## src/sv/lss_pkg.sv

```systemverilog
// ----------------------------------------------------------------------------
// Least-squares slope package
// Shared widths, status codes, payload structs and the command and status
// structs that join the controller to the datapath.
// ----------------------------------------------------------------------------
package lss_pkg;

   localparam int MAX_SAMPLES = 1024;

   // The count must also hold the overflow mark MAX_SAMPLES + 1.
   localparam int CNT_W = $clog2(MAX_SAMPLES + 2);
   // Working x width: a 16-bit sample or a sample position.
   localparam int X_W   = (CNT_W + 1 > 17) ? CNT_W + 1 : 17;
   localparam int SX_W  = X_W + CNT_W - 1;
   localparam int SXY_W = X_W + CNT_W + 14;
   localparam int SXX_W = 2 * X_W + CNT_W - 2;
   localparam int SQ_W  = (SXX_W > SXY_W) ? SXX_W : SXY_W;
   localparam int PA_W  = CNT_W + 1 + SQ_W;
   localparam int PB_W  = 2 * SX_W;
   localparam int NUM_W = ((PA_W > PB_W) ? PA_W : PB_W) + 1;
   localparam int MAG_W = NUM_W - 1;
   localparam int FRAC_W = 16;
   localparam int QUO_W  = 32;
   localparam int DIV_CNT_W = $clog2(QUO_W);

   localparam logic [CNT_W-1:0] MAX_CNT = CNT_W'(MAX_SAMPLES);
   localparam logic [CNT_W-1:0] OVF_CNT = CNT_W'(MAX_SAMPLES + 1);

   localparam logic [31:0] SAT_POS = 32'h7FFF_FFFF;
   localparam logic [31:0] SAT_NEG = 32'h8000_0000;

   localparam logic [1:0] ST_OK   = 2'd0;
   localparam logic [1:0] ST_ZERO = 2'd1;
   localparam logic [1:0] ST_SAT  = 2'd2;
   localparam logic [1:0] ST_OVF  = 2'd3;

   typedef struct packed {
      logic signed [15:0] x_sample;
      logic signed [15:0] y_sample;
      logic               last_sample;
   } lss_req_type;

   typedef struct packed {
      logic signed [31:0] slope_q16;
      logic [1:0]         result_status;
   } lss_rsp_type;

   typedef struct packed {
      logic acc;       // add the accepted word to the sums
      logic mul_num;   // form the numerator products
      logic mul_den;   // form the denominator products, latch the numerator
      logic dif_den;   // latch the denominator and the numerator magnitude
      logic chk;       // classify and load the divider
      logic div_step;  // one restoring division step
      logic rnd;       // round the quotient
      logic fin;       // load the result register and clear the sums
   } lss_cmd_type;

   typedef struct packed {
      logic early;     // result known without division
      logic out_full;  // result register cannot take a new word
   } lss_sts_type;

endpackage

```

## src/sv/lss_ctrl.sv

```systemverilog
// ----------------------------------------------------------------------------
// Least-squares slope controller
// Sequences accumulation, the product steps, the bit-serial divider and the
// result hand-off.
// ----------------------------------------------------------------------------
module lss_ctrl (
   input  logic                clock,
   input  logic                reset,
   input  logic                req_valid,
   input  logic                req_last,
   output logic                req_stall,
   input  lss_pkg::lss_sts_type sts,
   output lss_pkg::lss_cmd_type cmd
);
   import lss_pkg::*;

   localparam logic [2:0] S_IDLE = 3'd0;
   localparam logic [2:0] S_MNUM = 3'd1;
   localparam logic [2:0] S_MDEN = 3'd2;
   localparam logic [2:0] S_DDEN = 3'd3;
   localparam logic [2:0] S_CHK  = 3'd4;
   localparam logic [2:0] S_DIV  = 3'd5;
   localparam logic [2:0] S_RND  = 3'd6;
   localparam logic [2:0] S_FIN  = 3'd7;

   localparam logic [DIV_CNT_W-1:0] DIV_LAST = DIV_CNT_W'(QUO_W - 1);

   logic [2:0]           state_ff, state_in;
   logic [DIV_CNT_W-1:0] div_cnt_ff, div_cnt_in;
   logic                 accept;

   assign req_stall = (state_ff != S_IDLE);
   assign accept    = req_valid && !req_stall;

   always_comb begin
      state_in   = state_ff;
      div_cnt_in = div_cnt_ff;
      cmd        = '0;
      case (state_ff)
         S_IDLE: begin
            cmd.acc = accept;
            if (accept && req_last) begin
               state_in = S_MNUM;
            end
         end
         S_MNUM: begin
            cmd.mul_num = 1'b1;
            state_in    = S_MDEN;
         end
         S_MDEN: begin
            cmd.mul_den = 1'b1;
            state_in    = S_DDEN;
         end
         S_DDEN: begin
            cmd.dif_den = 1'b1;
            state_in    = S_CHK;
         end
         S_CHK: begin
            cmd.chk    = 1'b1;
            div_cnt_in = '0;
            state_in   = sts.early ? S_FIN : S_DIV;
         end
         S_DIV: begin
            cmd.div_step = 1'b1;
            if (div_cnt_ff == DIV_LAST) begin
               div_cnt_in = '0;
               state_in   = S_RND;
            end else begin
               div_cnt_in = div_cnt_ff + 1'b1;
            end
         end
         S_RND: begin
            cmd.rnd  = 1'b1;
            state_in = S_FIN;
         end
         S_FIN: begin
            if (!sts.out_full) begin
               cmd.fin  = 1'b1;
               state_in = S_IDLE;
            end
         end
         default: begin
            state_in = S_IDLE;
         end
      endcase
   end

   always_ff @(posedge clock) begin
      if (reset) begin
         state_ff   <= S_IDLE;
         div_cnt_ff <= '0;
      end else begin
         state_ff   <= state_in;
         div_cnt_ff <= div_cnt_in;
      end
   end

   // The step counter only runs while the divider is busy.
   a_cnt_idle: assert property (@(posedge clock) disable iff (reset)
      (state_ff != S_DIV) |-> (div_cnt_ff == '0))
      else $error("divider step counter active outside division");

   // A last word always starts the final computation.
   a_last_starts: assert property (@(posedge clock) disable iff (reset)
      (accept && req_last) |=> (state_ff == S_MNUM))
      else $error("last word did not start the slope computation");

   // A finished result waits while the result register is occupied.
   a_fin_holds: assert property (@(posedge clock) disable iff (reset)
      (state_ff == S_FIN && sts.out_full) |=> (state_ff == S_FIN))
      else $error("result dropped while output was stalled");

endmodule

```

## config.mk

```make
export PLATFORM = sky130hd
export DESIGN_NAME = lss_ctrl
export DESIGN_NICKNAME = d
export VERILOG_FILES = /design/src/sv/lss_pkg.sv /design/src/sv/lss_ctrl.sv
export SDC_FILE = /design/constraint.sdc
export NUM_CORES = 1
export LEC_CHECK = 0
export ABC_AREA = 1
export BUFFER_PORTS_ARGS = -buffer_cell sky130_fd_sc_hd__buf_2
export CORE_AREA = 3 3 40 42
export DETAILED_ROUTE_END_ITERATION = 12
export DIE_AREA = 0 0 43 45
export PLACE_DENSITY = 0.6
export SLEW_MARGIN = 20
export SYNTH_ARGS = -nofsm -noshare
export SYNTH_HDL_FRONTEND = slang
export SYNTH_SLANG_ARGS = --single-unit
export TNS_END_PERCENT = 100
```

## constraint.sdc

```tcl
create_clock -name clock -period 1.3 [get_ports clock]
set_input_delay 0.13 -clock clock [delete_from_list [all_inputs] [get_ports clock]]
set_output_delay 0.13 -clock clock [all_outputs]
set_load 0.03 [all_outputs]
```

==> flow_summary_export.csv, run 1 <==
group,metric,value,unit
outcome,outcome,"finished, final reports clean",
global_routing,grt_max_degree,11,
critical_path,cp.arrival,1.45,ns
timing,final.setup.tns,0,ns
synthesis,ys_ff_latch,8,
drt,wl_per_cell,10.4,um
drt,via_per_inst,4.87,
timing,tightestPinTransition,0.156,ns
cells_and_area,antenna_cells,0,
timing,setup_viol,0,
cells_and_area,fin_cells,108,
synthesis,synth.distinct_cells,16,
placed_design,placed_cells,103,
synthesis,synth_edf_count,0,
critical_path,path_max_fanout,4,
critical_path,start_kind,"flop",
drt,drt_iter0_markers,8,
hold_path,holdCritPathClass,"in2reg",
clocking,numCtsBuffers,3,
timing,period_needed,1.30,ns
clocking,clock_latency,0.25,ns
synthesis,synth_area,473,um^2
power_and_ir_drop,ir_worst_vdd,0.582,mV
synthesis,synth.most_common_cell,"nand2_1",
global_routing,antenna_found_initial,0,
critical_path,cp-end-kind,"flop",
drt,drtPass1Iterations,4,
synthesis,yosys.area.top_type,"dfxtp_1",
floorplanning,die_width,43,um
run,cap_violations,0,
power_and_ir_drop,total_power,648,uW
cells_and_area,nets,103,
cells_and_area,drive_above_1_share,0.484,
clocking,cts_tree,"built",
placed_design,gp_congestion,0.759,
placed_design,dpl_cell_area,586,um^2
critical_path,critPathKind,"reg2reg",
drt,postRouteAntennaNets,0,
global_routing,grt_pass1_wl,1860,um
timing,final_hold_viol_count,0,
floorplanning,dieArea,1940,um^2
timing,slew_viol_final,0,
drt,post-route-drc-count,0,
synthesis,yosys.area.top_type_share,0.339,
floorplanning,start_util,0.368,
synthesis,synthTopCellsByCount,"16 x nand2_1, 13 x nor2_1, 8 x dfxtp_1, 8 x inv_1, 7 x a21oi_1",
floorplanning,core,1280,um^2
global_routing,gr-usage-all-layers,0.131,
placed_design,dp_worst_setup_slack,-0.0694,ns
synthesis,synthesis.nets,80,
global_routing,grt_overflow,0,
synthesis,ys_warn_count,0,
drt,num_vias,526,
clocking,cts_sinks,8,
timing,max_freq,770,MHz
synthesis,yosys-top-cells-area,"dfxtp_1 34%, nand2_1 13%, nor2_1 10%",
timing,fin_skew,0.00358,ns
floorplanning,pin_count,15,
synthesis,netlist_instances,72,
cells_and_area,area_delta_synth_final,45.8,%
clocking,htree_levels,1,
synthesis,async_flop_share,0,
critical_path,worstPathRequired,1.45,ns
timing,relSlewSlack,0.895,
placed_design,hpwl,805,um
synthesis,ys_seq_area_frac,0.339,
timing,post-route-period-util,0.999,
timing,setup_slack,0.00127,ns
placed_design,port_buffers,14,
synthesis,syn_area_per_cell,6.57,um^2
drt,drt-total-wl,1120,um
power_and_ir_drop,p_leak,0.319,nW
cells_and_area,finalInstanceArea,689,um^2
synthesis,synth-main-ff-cell,"dfxtp_1",
clocking,clockBufferDepth,2,
floorplanning,dieHeight,45,um
clocking,root_buffer,"clkbuf_4",
floorplanning,rows,13,
clocking,cts_hold_buf,0,
timing,grt_setup_unrepaired,"yes",
power_and_ir_drop,power_density,940,nW/um^2
global_routing,first_global_vias,429,
clocking,clkTransAtPathRegs,0.05,ns
[worst max-delay path: stages, from the launching register on]
cell,delay (ns)
dfxtp_2,0.33
ha_4,0.16
nand2_2,0.07
nor2_2,0.03
ha_2,0.16
inv_2,0.07
nand4_4,0.09
nand3_2,0.10
nor2_1,0.04
nor2_1,0.09
nor2_1,0.04
[report_power, final]
part / internal [mW] / leakage [nW] / switching [mW]
clock: 0.105 / 0.0138 / 0.0817
sequential: 0.256 / 0.0680 / 0.0191
combinational: 0.0645 / 0.237 / 0.121
[per-stage QoR]
stage / hold WS (ns) / util
CTS: 0.0893 / 0.502
finish: 0.101 / 0.537
floorplan: 0.199 / -
global route: 0.0994 / 0.537
detailed placement: 0.369 / 0.456
global placement: 0.374 / 0.456
[cell usage in the layout, fill, tap and decap left out, types with 2 or more instances in the layout]
master	instances
nand2_1	14
buf_4	11
nor2_1	10
buf_2	8
inv_1	6
a21oi_1	6
inv_2	4
clkbuf_4	4
nor2_2	3
nand4_1	3
dfxtp_1	3
dfxtp_4	3
nor3_1	2
nand2_2	2
nand3_1	2
nand3_2	2
o21ai_0	2
dfxtp_2	2
[kinds of logic after synthesis]
family                     share of synthesized area
adders and majority gates                     0.0529
DFF                                            0.339
AOI/OAI and AO/OA                             0.0952
and+or+nand+nor                                0.394
buffers and inverters                          0.119
[flip-flops by register name (all words and copies together) (netlist names)]
| signal | flops |
|---|---|
| div_cnt_ff | 5 |
| state_ff | 3 |
[layer usage]
metal,up-vias,track usage,wire [um]
li1,277,-,-
met1,233,0.167,544
met2,12,0.183,492
met3,4,0.0717,68
met4,0,0.0542,19
met5,-,0,0
[final timing paths]
path,startpoint,to,slack (ns),cells past startpoint
worst max-delay path,div_cnt_ff[1],state_ff[1],0.001,10
worst min-delay path,reset,div_cnt_ff[3],0.10,2
worst max register to register,div_cnt_ff[1],state_ff[1],0.001,10
worst min register to register,div_cnt_ff[3],div_cnt_ff[3],0.47,2
[cell type report]
| class | count | area (um^2) |
|---|---|---|
| multi-input combinational | 52 | 307 |
| clock buffer | 3 | 22.5 |
| inverter | 10 | 37.5 |
| fill | 133 | 596 |
| sequential | 8 | 174 |
| tap | 15 | 18.8 |
| timing repair buffer | 20 | 130 |
[repair_timing]
| item | CTS | global route |
|---|---|---|
| endpoints found under the setup margin | 12 | 10 |
| resized for setup | 13 | 17 |
| pin swaps | 3 | 2 |
| buffers inserted | 0 | 2 |
(Power assumes the default switching activity.)
==> run 2: changes to the inputs <==
--- a/config.mk
+++ b/config.mk
@@ -10,6 +10,7 @@
 export CORE_AREA = 3 3 40 42
 export DETAILED_ROUTE_END_ITERATION = 12
 export DIE_AREA = 0 0 43 45
+export GPL_TIMING_DRIVEN = 0
 export PLACE_DENSITY = 0.6
 export SLEW_MARGIN = 20
 export SYNTH_ARGS = -nofsm -noshare
==> run 2 against run 1 <==
Effect of this change: largest cell class unchanged; count of clock-buffer cells in the layout unchanged; sequential power down 4%; largest power group unchanged; via count is 4.2% higher; clock power is 3% higher; the run now ends with negative setup slack left; first-iteration DRC count increased by 13%; critical path depth is the same; sequential share of layout area down 1.7 points; power increased by 1.0%; register-to-register slack worse by 0.03 ns; global-route usage rose by 0.51 points; final cell count grew 0.93%; hold slack better by 0.0042 ns.
==> flow_summary_export.csv, run 2 (synthesis gave the netlist of run 1 again) <==
group,metric,value,unit
timing,max_freq,752,MHz
power_and_ir_drop,p_leak,0.342,nW
timing,post-route-period-util,1.02,
placed_design,placed_cells,101,
clocking,cts_tree,"built",
clocking,numCtsBuffers,3,
placed_design,gp_congestion,0.794,
drt,postRouteAntennaNets,0,
global_routing,grt_pass1_wl,1910,um
power_and_ir_drop,power_density,919,nW/um^2
timing,tightestPinTransition,0.188,ns
floorplanning,dieArea,1940,um^2
timing,grt_setup_unrepaired,"yes",
drt,drt-total-wl,1210,um
cells_and_area,drive_above_1_share,0.468,
timing,relSlewSlack,0.875,
cells_and_area,finalInstanceArea,713,um^2
critical_path,r2r-start,"div_cnt_ff[1]",
cells_and_area,seqCellArea,168,um^2
critical_path,path_max_fanout,4,
power_and_ir_drop,total_power,655,uW
critical_path,rrSetupSlack,-0.03,ns
power_and_ir_drop,sequentialPowerShare,0.406,
cells_and_area,fillers,117,
clocking,clockBufferDepth,2,
clocking,clock_latency,0.26,ns
hold_path,min_to,"div_cnt_ff[2]",
critical_path,worstPathRequired,1.48,ns
placed_design,dp_worst_setup_slack,-0.100,ns
clocking,cts_hold_buf,0,
drt,num_vias,548,
cells_and_area,top_regs,"div_cnt_ff (5), state_ff (3)",
power_and_ir_drop,switching_share,0.348,
power_and_ir_drop,clkPwrFrac,0.294,
critical_path,regToRegEndpoint,"state_ff[1]",
timing,slew_viol_final,0,
hold_path,holdCritPathClass,"in2reg",
global_routing,grt_max_degree,11,
hold_path,hold_start,"reset",
timing,fin_skew,0.00974,ns
power_and_ir_drop,internal_power,427,uW
global_routing,antenna_found_initial,0,
cells_and_area,top_register,"div_cnt_ff",
global_routing,grt_overflow,0,
timing,hold-worst-slack,0.105,ns
run,cap_violations,0,
cells_and_area,largest_reg_flops,5,
floorplanning,core,1280,um^2
timing,period_needed,1.33,ns
critical_path,start_kind,"flop",
global_routing,first_global_vias,451,
floorplanning,die_width,43,um
timing,setup_slack,-0.0304,ns
outcome,outcome,"finished with violations",
drt,wl_per_cell,11.1,um
critical_path,cpLargestDelayFamily,"simple AND/OR/NAND/NOR gates",
critical_path,slowest_delay,0.36,ns
hold_path,worstHoldPathCells,2,
cells_and_area,fin_util,0.555,
timing,setup_viol,2,
critical_path,critical_path_depth,10,
critical_path,critPathKind,"reg2reg",
floorplanning,pin_count,15,
drt,post-route-drc-count,0,
drt,drt_iter0_markers,9,
cells_and_area,layout_commonest_cell,"nand2_1",
global_routing,gr-usage-all-layers,0.136,
cells_and_area,multi_input_area,324,um^2
critical_path,cp.arrival,1.51,ns
drt,via_per_inst,5.03,
floorplanning,rows,13,
drt,drtPass1Iterations,4,
placed_design,dpl_cell_area,574,um^2
critical_path,crit_buf_inv,1,
outcome,violations,"negative setup slack",
clocking,clkTransAtPathRegs,0.06,ns
placed_design,port_buffers,14,
critical_path,reg2reg_depth,10,
power_and_ir_drop,ir_worst_vdd,0.495,mV
cells_and_area,layout_common_cells,"14 x nand2_1, 11 x nor2_1, 10 x buf_2",
floorplanning,start_util,0.368,
critical_path,crit_path_frequent_cell,"nor2_1",
critical_path,critPathSlowestCell,"dfxtp_4",
clocking,htree_levels,1,
placed_design,hpwl,751,um
critical_path,cp-end-kind,"flop",
timing,final_hold_viol_count,0,
cells_and_area,area_delta_synth_final,50.8,%
clocking,root_buffer,"clkbuf_4",
cells_and_area,nets,104,
power_and_ir_drop,p_sw,228,uW
cells_and_area,antenna_cells,0,
clocking,cts_sinks,8,
timing,final.setup.tns,-0.0403,ns
floorplanning,dieHeight,45,um
critical_path,path_cells,"ha_4 -> nand2_4 -> nor2_4 -> ha_4 -> inv_4 -> nand4_4 -> nand3_2 -> nor2_1 -> nor2_1 -> nor2_1",
cells_and_area,fin_cells,109,
power_and_ir_drop,comb_power_share,0.300,
run 2: cell count changes in the layout (fill, tap and decap cells not counted), sizes merged:
| cell | change |
|---|---|
| buf | +1 |
run 2: worst reg2reg max path: cells and delay by family (launching register included):
family / cells / cell delay, ns
buffers and inverters: 1 / 0.04
and+or+nand+nor: 7 / 0.56
adders and majority gates: 2 / 0.29
DFF: 1 / 0.36
run 2: how the worst max path moves through the flow:
stage / start / endpoint / slack [ns]
2_1_floorplan: div_cnt_ff[0] / state_ff[1] / 0.008
3_3_place_gp: div_cnt_ff[0] / state_ff[1] / -0.1
3_5_place_dp: div_cnt_ff[0] / state_ff[1] / -0.1
4_1_cts: state_ff[0] / cmd[7] / -0.009
5_1_grt: div_cnt_ff[1] / state_ff[1] / -0.09
6_report: div_cnt_ff[1] / state_ff[1] / -0.03
run 2: layer usage:
| layer | vias up | wire, um | track usage |
|---|---|---|---|
| met5 | - | 0 | 0 |
| met2 | 13 | 593 | 0.225 |
| met1 | 256 | 545 | 0.163 |
| met4 | 0 | 0 | 0.0181 |
| met3 | 0 | 72 | 0.0717 |
| li1 | 279 | - | - |
run 2: repair_timing:
| item | in CTS | in global routing |
|---|---|---|
| endpoints found under the setup margin | 8 | 14 |
| cloned | 1 | 1 |
| pin swaps | 2 | 9 |
| setup buffers | 3 | 0 |
| gates resized for setup | 13 | 14 |
| endpoints found under the hold margin | 0 | 0 |
run 2: power groups by stage:
stage	registers, mW	logic, mW	clock network, mW
floorplan	0.267	0.134	0
global placement	0.269	0.179	0
detailed placement	0.269	0.178	0
CTS	0.265	0.191	0.198
global route	0.267	0.211	0.214
finish	0.266	0.196	0.193
run 2: area by class of cell:
class	instances	area share
buffer	2	0.0316
clock buffer	3	0.0316
tap	15	0.0263
timing repair buffer	19	0.165
sequential	8	0.235
multi-input combinational	52	0.454
inverter	10	0.0561
==> run 3: changes to the inputs <==
--- a/config.mk
+++ b/config.mk
@@ -6,8 +6,10 @@
 export NUM_CORES = 1
 export LEC_CHECK = 0
 export ABC_AREA = 1
+export ABC_CLOCK_PERIOD_IN_PS = 1300
 export BUFFER_PORTS_ARGS = -buffer_cell sky130_fd_sc_hd__buf_2
 export CORE_AREA = 3 3 40 42
+export CTS_CLUSTER_SIZE = 40
 export DETAILED_ROUTE_END_ITERATION = 12
 export DIE_AREA = 0 0 43 45
 export GPL_TIMING_DRIVEN = 0
==> constraint.sdc (replaced) <==
create_clock -name clock -period 1.3 [get_ports clock]
set_input_delay 0.13 -clock clock [delete_from_list [all_inputs] [get_ports clock]]
set_output_delay 0.13 -clock clock [all_outputs]
set_load 0.005 [all_outputs]
==> run 3 against run 2 <==
Effect of this change: the run still ends with negative setup slack left; clock power about the same; sequential share of layout area is 0.30 points higher; critical path depth unchanged; non-clock buffer count unchanged; setup slack worse by 0.015 ns; wire length about the same; clock skew about the same; global-route usage up 0.26 points; critical endpoint unchanged.
==> flow_summary_export.csv, run 3 (synthesis gave the netlist of run 1 again) <==
group,metric,value,unit
floorplanning,dieArea,1940,um^2
power_and_ir_drop,power_density,837,nW/um^2
critical_path,critPathKind,"reg2reg",
clocking,cts_sinks,8,
global_routing,grt_pass1_wl,1950,um
clocking,htree_levels,1,
drt,wl_per_cell,11.1,um
cells_and_area,fillers,126,
power_and_ir_drop,ir_worst_vdd,0.473,mV
hold_path,holdCritPathClass,"in2reg",
drt,drtPass1Iterations,4,
clocking,clkTransAtPathRegs,0.05,ns
global_routing,antenna_found_initial,0,
timing,relSlewSlack,0.804,
clocking,clockBufferDepth,2,
placed_design,gp_congestion,0.784,
global_routing,first_global_vias,487,
cells_and_area,layout_common_cells,"14 x nand2_1, 14 x buf_2, 12 x nor2_1",
run,cap_violations,0,
timing,setup_slack,-0.0458,ns
clocking,cts_tree,"built",
drt,drt_iter0_markers,11,
timing,post-route-period-util,1.04,
cells_and_area,largest_reg_flops,5,
drt,postRouteAntennaNets,0,
clocking,clock_latency,0.26,ns
drt,post-route-drc-count,0,
critical_path,worstPathRequired,1.49,ns
cells_and_area,multi_input_area,329,um^2
clocking,root_buffer,"clkbuf_4",
outcome,violations,"negative setup slack",
drt,num_vias,528,
timing,max_freq,743,MHz
cells_and_area,top_register,"div_cnt_ff",
floorplanning,pin_count,15,
drt,via_per_inst,4.84,
placed_design,port_buffers,14,
cells_and_area,area_delta_synth_final,50.0,%
timing,fin_skew,0.00993,ns
placed_design,hpwl,823,um
drt,drt-total-wl,1210,um
clocking,cts_hold_buf,0,
power_and_ir_drop,total_power,594,uW
critical_path,start_kind,"flop",
floorplanning,rows,13,
floorplanning,die_width,43,um
cells_and_area,drive_above_1_share,0.479,
timing,period_needed,1.35,ns
cells_and_area,antenna_cells,0,
placed_design,dpl_cell_area,567,um^2
critical_path,cp.arrival,1.53,ns
floorplanning,core,1280,um^2
floorplanning,dieHeight,45,um
cells_and_area,nets,104,
timing,grt_setup_unrepaired,"yes",
timing,tightestPinTransition,0.291,ns
cells_and_area,seqCellArea,169,um^2
critical_path,path_max_fanout,4,
timing,final_hold_viol_count,0,
timing,slew_viol_final,0,
global_routing,grt_overflow,0,
global_routing,gr-usage-all-layers,0.139,
critical_path,cp-end-kind,"flop",
timing,setup_viol,2,
cells_and_area,finalInstanceArea,709,um^2
global_routing,grt_max_degree,11,
floorplanning,start_util,0.368,
outcome,outcome,"finished with violations",
power_and_ir_drop,p_leak,0.338,nW
clocking,numCtsBuffers,3,
cells_and_area,top_regs,"div_cnt_ff (5), state_ff (3)",
==> run 3: cell count changes in the layout (fill, tap and decap cells not counted), moves of 2 or more <==
cell / delta
a21oi_1: -2
buf_4: -3
a21oi_2: +2
dfxtp_2: -2
buf_2: +4
==> run 3: final cells by class <==
type / instances / area share
buffer: 2 / 0.0317
timing repair buffer: 19 / 0.152
tap: 15 / 0.0265
sequential: 8 / 0.238
inverter: 10 / 0.0564
multi-input combinational: 52 / 0.464
clock buffer: 3 / 0.0317
==> run 3: metal layers <==
layer | share of wire | GRT usage | vias up
li1 | - | - | 276
met1 | 0.43 | 0.163 | 233
met2 | 0.49 | 0.216 | 13
met3 | 0.059 | 0.0717 | 6
met4 | 0.021 | 0.0542 | 0
met5 | 0 | 0 | -
==> run 3: what timing repair did <==
action,4_1_cts,5_1_grt
resized for setup,9,15
pin swaps,4,7
endpoints found under the hold margin,0,0
buffers inserted,2,3
endpoints found under the setup margin,4,11
==> run 3: critical path, stage by stage, from the launching register on <==
cell,delay [ns]
dfxtp_4,0.36
ha_4,0.15
nand2_4,0.06
nor2_4,0.13
ha_4,0.15
inv_4,0.04
nand4_4,0.07
nand3_2,0.08
nor2_1,0.11
nor2_1,0.05
nor2_1,0.09
==> run 3: worst paths after layout <==
path | start | to | slack (ns) | depth (start not counted)
max | div_cnt_ff[1] | state_ff[1] | -0.05 | 10
min | reset | div_cnt_ff[3] | 0.11 | 2
max reg2reg | div_cnt_ff[1] | state_ff[1] | -0.05 | 10
min reg2reg | div_cnt_ff[3] | div_cnt_ff[3] | 0.48 | 2
==> run 3: stage by stage <==
stage               hold WS, ns  worst slack [ns]  TNS, ns   util  std cells
floorplan                 0.199           0.00794        0      -         72
global placement          0.369           -0.0933   -0.224  0.441        101
detailed placement        0.362           -0.0871   -0.221  0.441        101
CTS                      0.0900           -0.0211  -0.0342  0.489        106
global route             0.0947            -0.124   -0.482  0.552        109
finish                    0.107           -0.0458  -0.0612  0.552        109
==> run 3: report_power, final <==
| part | switching, mW | internal, mW |
|---|---|---|
| Sequential | 0.00921 | 0.252 |
| Clock | 0.0845 | 0.106 |
| Combinational | 0.0834 | 0.0586 |
| Total | 0.177 | 0.417 |
